--- src/ltao_pkg.sv ---
// Shared types, codes and defaults for the LRU tag array.
package ltao_pkg;

  localparam int SETS_DEF    = 256;
  localparam int WAYS_DEF    = 8;
  localparam int ID_BITS_DEF = 8;
  localparam int ADDR_W      = 40;

  typedef enum logic [2:0] {
    ACT_UP_OCC  = 3'd0,
    ACT_DN_OCC  = 3'd1,
    ACT_UP_FIND = 3'd2,
    ACT_DN_FIND = 3'd3,
    ACT_WRITE   = 3'd4
  } action_t;

  localparam logic [1:0] PICK_HIT     = 2'd0;
  localparam logic [1:0] PICK_INVALID = 2'd1;
  localparam logic [1:0] PICK_LRU     = 2'd2;
  localparam logic [1:0] PICK_NONE    = 2'd3;

  typedef struct packed {
    logic [2:0]        action;
    logic [ADDR_W-1:0] line_addr;
    logic [7:0]        req_id;
    logic [2:0]        write_way;
    logic              write_valid;
    logic [7:0]        write_up_id;
    logic [7:0]        write_down_id;
  } req_t;

  typedef struct packed {
    logic              found;
    logic [2:0]        way_index;
    logic [1:0]        pick_kind;
    logic [ADDR_W-1:0] old_tag_addr;
    logic              old_valid;
    logic              fault;
  } rsp_t;

  typedef enum logic [2:0] {
    ST_CLEAR,
    ST_IDLE,
    ST_MOD,
    ST_READ,
    ST_EXEC
  } state_t;

  typedef struct packed {
    logic load;
    logic rd_in;
    logic rd_rem;
    logic mod_step;
    logic exec;
    logic clr;
  } cmd_t;

  typedef struct packed {
    logic clr_last;
    logic mod_last;
  } status_t;

endpackage

--- src/ltao_ctrl.sv ---
// Controller: clearing pass, set index remainder, read and update sequencing.
module ltao_ctrl #(
  parameter int SETS = ltao_pkg::SETS_DEF
) (
  input  logic              clk,
  input  logic              rst,
  input  logic              req_valid,
  output logic              req_stall,
  output logic              rsp_valid,
  input  logic              rsp_stall,
  input  ltao_pkg::status_t status,
  output ltao_pkg::cmd_t    cmd
);
  import ltao_pkg::*;

  localparam bit POW2 = ((SETS & (SETS - 1)) == 0);

  state_t state, state_next;
  logic   rsp_free;

  assign rsp_free = !rsp_valid || !rsp_stall;

  always_ff @(posedge clk) begin
    if (rst) begin
      state     <= ST_CLEAR;
      rsp_valid <= 1'b0;
    end else begin
      state <= state_next;
      if (cmd.exec) begin
        rsp_valid <= 1'b1;
      end else if (!rsp_stall) begin
        rsp_valid <= 1'b0;
      end
    end
  end

  always_comb begin
    state_next = state;
    unique case (state)
      ST_CLEAR: if (status.clr_last) state_next = ST_IDLE;
      ST_IDLE:  if (req_valid) state_next = POW2 ? ST_EXEC : ST_MOD;
      ST_MOD:   if (status.mod_last) state_next = ST_READ;
      ST_READ:  state_next = ST_EXEC;
      ST_EXEC:  if (rsp_free) state_next = ST_IDLE;
      default:  state_next = ST_CLEAR;
    endcase
  end

  always_comb begin
    req_stall    = (state != ST_IDLE);
    cmd.load     = (state == ST_IDLE) && req_valid;
    cmd.rd_in    = (state == ST_IDLE) && req_valid && POW2;
    cmd.mod_step = (state == ST_MOD);
    cmd.rd_rem   = (state == ST_READ);
    cmd.exec     = (state == ST_EXEC) && rsp_free;
    cmd.clr      = (state == ST_CLEAR);
  end

endmodule

--- config.mk ---
export PLATFORM = sky130hd
export DESIGN_NAME = ltao_ctrl
export DESIGN_NICKNAME = d
export VERILOG_FILES = /design/src/ltao_pkg.sv /design/src/ltao_ctrl.sv
export SDC_FILE = /design/constraint.sdc
export NUM_CORES = 1
export LEC_CHECK = 0
export BUFFER_PORTS_ARGS = -buffer_cell sky130_fd_sc_hd__buf_2
export CORE_AREA = 10 10 47 49
export DETAILED_ROUTE_END_ITERATION = 7
export DIE_AREA = 0 0 57 59
export SYNTH_ARGS = -nofsm -noshare
export SYNTH_HDL_FRONTEND = slang
export SYNTH_SLANG_ARGS = --single-unit
--- constraint.sdc ---
create_clock -name clk -period 1.5 [get_ports clk]
set_clock_uncertainty 0.05 [all_clocks]
set_input_delay 0.225 -clock clk [delete_from_list [all_inputs] [get_ports clk]]
set_output_delay 0.225 -clock clk [all_outputs]
set_load 0.02 [all_outputs]
==> out/metrics.cfg, run 1 <==
[drt]
vias_per_cell=4.138
drt-initial-drc-count=0
avgRoutedWirePerCell_um=10.69
dr.pass1.iters=1
num_vias=240
drc=0
drt_wl_total_um=620
ant_nets=0

[yosys]
synthAdderAreaFrac_pct=0
synth_top_family_by_area=simple AND/OR/NAND/NOR gates
synthMuxAreaShare_pct=0
syn_area_um2=227.7
ys_warn_count=0
synth.distinct_cells=16
yosysSeqAreaShare_pct=35.16
synth_cells=28
synthXorXnorAreaFrac_pct=0
synth_area_per_cell_um2=8.133
syn_nets=34
synth_seq_cells=4
yosys.area_share.simple_pct=36.81
synth_compound_area_share_pct=19.78

[sta]
fin_crit_sh_pct=97.23
setup_viol=0
fmax_ghz=0.6857
period_minus_slack_ns=1.458
rsz0062_at_grt=yes
slew_violations=0
hold_violations=0
slew_headroom_pct=85.17
whs_ns=0.1342
setup_slack_ns=0.04159
max_slew.worst_pin.slew_ns=0.2202

[grt]
grt_max_degree=9
grt_pass1_wl_um=966
grt_overflow=0
grt_usage_pct=3.755
antenna_found_initial=0
grt_pass1_vias=232

[outcome]
outcome=complete, no violations

[worst_hold_path]
worstHoldPathCells=2
holdPathEnd=state[0]
min_from=rst
hold_class=input port to flip-flop

[placement]
port_buffers=13
place_area_um2=300.3
gp_routability_congestion=0.7443
place_hpwl_um=515
dp_slack_ns=0.2211

[worst_setup_path]
path_cells=and2b_1 > and2_2 > buf_2
crit_buf_inv=1
cp_max_fo=7
critPathRequiredTime_ns=1.22
cp_slowest_stage_delay_ns=0.39
r2r-start=state[1]
ff2ff_setup_slack_ns=0.49
slowest_stage=dfxtp_2
cp.arrival_ns=1.18
crit_family=simple AND/OR/NAND/NOR gates
worstSetupPathType=flip-flop to output port
critPathCaptureType=output port
crit_path_start_kind=flip-flop
regToRegEndpoint=state[0]
ff2ff_path_depth=3

[cts]
insertion_delay_ns=0.24
cts.reportedPaths.clkPinSlew_ns=0.04
clock-sinks=4
cts_tree=done
htreeDepth=1
clock_path_buffers=2
numCtsBuffers=3
clockRootBuffer=clkbuf_4

[finish]
final_nets=50
area_delta_synth_final_pct=46.70
final_common_cell=buf_2
finalInstanceArea_um2=334.1
antenna_cells=0
drive_gt1_share_pct=59.52
layout_common_cells=buf_2 (12), a21oi_1 (5), nand2_1 (3), clkbuf_4 (3), dfxtp_2 (3)

[power]
p_per_area_nw_per_um2=923.6
finalPower_uw=308.6
leakagePower_uw=0.0001673
ir_drop_mv=0.3735

[floorplan]
core-area_um2=1401
initial_core_util_pct=16.25
std_cell_rows=14
dieArea_um2=3363
die_w_um=57
io_pins=14
die_h_um=59

[job]
max_cap_violations=0

state kept, by name, summed over array words and instances (netlist names):
signal	cells
rsp_valid	1
state	3
metal layers:
layer | global-route usage, % | vias to the layer above | share of wire (%)
li1 | - | 125 | -
met1 | 4.024 | 101 | 45
met2 | 4.651 | 14 | 38
met3 | 4.292 | 0 | 17
met4 | 1.007 | 0 | 0
met5 | 0 | - | 0
area by class of cell:
class | instances | area (um2)
clock buffer | 3 | 22.52
fill | 167 | 1067
inverter | 1 | 3.754
multi-input combinational | 21 | 136.4
sequential | 4 | 83.83
tap | 16 | 20.02
timing repair buffer | 13 | 67.56
where the power goes:
| part | switching [uW] | total (uW) | leakage (uW) | internal (uW) |
|---|---|---|---|---|
| registers | 6.54 | 118 | 0.0000339 | 112 |
| clock network | 44.2 | 134 | 0.0000138 | 89.5 |
| logic | 33.3 | 56.4 | 0.000120 | 23.1 |
| total | 84.0 | 309 | 0.000167 | 225 |
metrics by stage:
step           cells  utilization (%)   TNS, ns
2_1_floorplan     28                -         0
3_3_place_gp      55            21.43         0
3_5_place_dp      55            21.43         0
4_1_cts           58            23.13         0
5_1_grt           58            23.84  -0.01782
6_report          58            23.84         0
how the worst max path moves through the flow:
stage,startpoint,to,depth (start not counted)
after detailed placement,state[2],cmd[3],3
after CTS,state[2],cmd[3],3
after floorplan,state[2],cmd[5],4
final,state[2],cmd[3],3
after global placement,state[2],cmd[3],3
after global routing,state[2],cmd[4],4
Yosys cell counts:
cell type	number	area share, %
nor2_2	1	2.7
inv_1	1	1.6
buf_4	2	6.6
a221oi_2	1	6.6
nor3b_1	1	3.3
nor2_1	2	3.3
a21oi_1	5	11
nand2_1	3	4.9
nand4_1	1	2.7
o21ai_0	1	2.2
and2_2	1	3.3
nor3_1	1	2.2
and3b_1	1	3.8
dfxtp_1	4	35
nand2b_2	1	3.8
and2b_1	2	6.6
cells by family after synthesis:
family,Yosys count
AND/OR/NAND/NOR,14
AO/OA/AOI/OAI,7
flip-flops,4
buffers and inverters,3
repair_timing:
item,in CTS,in global routing
buffers inserted,0,0
hold buffers,0,0
setup endpoints to repair,1,4
pin swaps,0,1
resized for setup,1,4
No activity file was read; power rests on OpenSTA's default activity.
==> run 2: changes to the inputs <==
- ABC_AREA: not set -> 1
==> out/metrics.cfg, run 2 <==
[yosys]
synth_top_cell_by_area=dfxtp_1
synth_seq_cells=4  ; unchanged
synth_area_per_cell_um2=5.839  ; -28%
yosys-top-cells-area=dfxtp_1 (33%), inv_1 (14%), nand2_1 (14%), nor2_1 (12%), nand3_1 (8.2%)
synth.distinct_cells=9  ; -7
synth_commonest_cells=inv_1 (9), nand2_1 (9), nor2_1 (8)
syn_area_um2=245.2  ; +7.7%
synth_flop_cell=dfxtp_1
yosysSeqAreaShare_pct=32.65  ; -2.5 points
synth_cells=42  ; +50%
ys_warn_count=0  ; unchanged
syn_nets=48  ; +41%
yosysTopAreaCellShare_pct=32.65  ; -2.5 points
async_flop_share_pct=0  ; unchanged
synth_edf_count=0  ; unchanged

[cts]
clock-sinks=4  ; unchanged
cts_tree=done
clock_path_buffers=2  ; unchanged
numCtsBuffers=3  ; unchanged
htreeDepth=1  ; unchanged
postCtsSetupBuffers=0  ; unchanged
insertion_delay_ns=0.24  ; about the same
clockRootBuffer=clkbuf_4
cts.reportedPaths.clkPinSlew_ns=0.04  ; about the same
ctsHoldBuffers=0  ; unchanged

[outcome]
outcome=complete, no violations

[finish]
reg_top3=state x3, rsp_valid x1
multiInputGateArea_um2=123.9  ; -9.2%
layout_common_cells=buf_2 (10), nand2_1 (9), inv_1 (8)
area_delta_synth_final_pct=44.39
antenna_cells=0  ; unchanged
seqCellArea_um2=81.33  ; -3.0%
largest_register_ffs=3  ; unchanged
final_nets=64  ; +28%
n_fill_cell=176  ; +5.4%
drive_gt1_share_pct=41.07  ; -18 points
final_common_cell=buf_2
top_register=state
finalInstanceArea_um2=354.1  ; +6.0%

[sta]
hold_violations=0  ; unchanged
whs_ns=0.1487  ; +0.01453 ns
slew_headroom_pct=82.23  ; -2.9 points
max_slew.worst_pin.slew_ns=0.2662  ; +0.04606 ns
rsz0062_at_grt=no
setup_viol=0  ; unchanged
period_minus_slack_ns=1.391  ; -0.06712 ns
slew_violations=0  ; unchanged
tns_ns=0  ; unchanged
fmax_ghz=0.7188  ; +4.8%
fin_crit_sh_pct=92.75  ; -4.5 points

[drt]
vias_per_cell=3.931  ; -5.0%
met3WireLength_um=115  ; +7.5%
drt-initial-drc-count=2  ; +2
avgRoutedWirePerCell_um=9.347  ; -13%
wl_met1_um=222  ; -20%
drc=0  ; unchanged
num_vias=283  ; +18%
wl_met2_um=335  ; +44%
top_layer=met3
drt_wl_total_um=673  ; +8.5%
ant_nets=0  ; unchanged
dr.pass1.iters=2  ; +1

[worst_setup_path]
slowest_stage=dfxtp_1
crit_path_start_kind=flip-flop
cp.arrival_ns=1.12  ; -0.06 ns
path_cells=nor2_2 > nand2_1 > nor2_2 > buf_4
cp_slowest_stage_delay_ns=0.37  ; -0.02 ns
regToRegEndpoint=state[2]
ff2ff_path_depth=6  ; +3
cp_max_fo=7  ; unchanged
r2r-start=state[2]
critPathCaptureType=output port
worstSetupPathType=flip-flop to output port
crit_top_cell=nor2_2
ff2ff_setup_slack_ns=0.37  ; -0.12 ns
critPathRequiredTime_ns=1.22  ; about the same

[floorplan]
io_pins=14  ; unchanged
std_cell_rows=14  ; unchanged
die_h_um=59  ; unchanged
dieArea_um2=3363  ; unchanged
core-area_um2=1401  ; unchanged
die_w_um=57  ; unchanged
initial_core_util_pct=17.50  ; +1.3 points

[worst_hold_path]
min_from=rst
holdPathEnd=rsp_valid
hold_class=input port to flip-flop
worstHoldPathCells=2  ; unchanged

[grt]
antenna_found_initial=0  ; unchanged
grt_pass1_vias=299  ; +29%
grt_pass1_wl_mm=1.124  ; +16%
grt_overflow=0  ; unchanged
grt_usage_pct=4.242  ; +0.49 points
grt_max_degree=8  ; -1

[power]
finalPower_uw=380.9  ; +23%
ir_drop_mv=0.4133  ; +11%
p_per_area_nw_per_um2=1076  ; +16%
leakagePower_uw=0.0002074  ; +24%

[job]
max_cap_violations=0  ; unchanged

[placement]
port_buffers=13  ; unchanged
place_area_um2=317.8  ; +5.8%
gp_routability_congestion=0.6440  ; -13%
place_hpwl_um=572  ; +11%

## run 2: per-stage QoR
step,utilization [%],cells,setup slack (ns)
floorplan,-,42,0.06114
global placement,22.68,69,0.3225
detailed placement,22.68,69,0.2929
CTS,24.29,72,0.03481
global route,25.27,72,0.005314
finish,25.27,72,0.1087
## run 2: cell families (layout without fill, tap and decap cells)
| logic type | count (synthesis) | after routing | synth area share (%) |
|---|---|---|---|
| and+or+nand+nor | 25 | 25 | 43.37 |
| buffers and inverters | 11 | 25 | 19.90 |
| AOI/OAI and AO/OA | 2 | 2 | 4.082 |
| DFF | 4 | 4 | 32.65 |
## run 2: critical path: cells and delay by family, from the launching register on
| family | cells | cell delay [ns] |
|---|---|---|
| simple gates | 3 | 0.36 |
| buf+inv | 1 | 0.15 |
| flops | 1 | 0.37 |
## run 2: cell type report
class	instances	share of cell area (%)
Tap cell	16	5.654
Timing Repair Buffer	13	20.49
Clock buffer	3	6.360
Inverter	9	9.541
Sequential cell	4	22.97
Multi-Input combinational cell	27	34.98
## run 2: how the worst max path moves through the flow
stage	slack (ns)	cells past startpoint	start	end
final	0.11	4	state[2]	cmd[4]
after global routing	0.005	5	state[1]	cmd[2]
after floorplan	0.06	5	state[0]	cmd[5]
after detailed placement	0.29	5	state[0]	cmd[4]
after global placement	0.32	5	state[0]	cmd[4]
after CTS	0.03	5	state[0]	cmd[4]
## run 2: layer usage
| layer | global-route usage (%) | vias to the layer above |
|---|---|---|
| li1 | - | 152 |
| met1 | 3.461 | 121 |
| met2 | 6.512 | 10 |
| met3 | 4.506 | 0 |
| met4 | 2.013 | 0 |
| met5 | 0 | - |
## run 2: report_power, final
group / internal, uW / switching (uW) / leakage, uW
combinational: 44.3 / 75.1 / 0.000161
clock: 89.4 / 43.0 / 0.0000138
sequential: 117 / 12.1 / 0.0000329
total: 251 / 130 / 0.000207
## run 2: timing repair
item	in CTS	in global routing
hold endpoints to repair	0	0
resized for setup	0	7
endpoints found under the setup margin	0	4
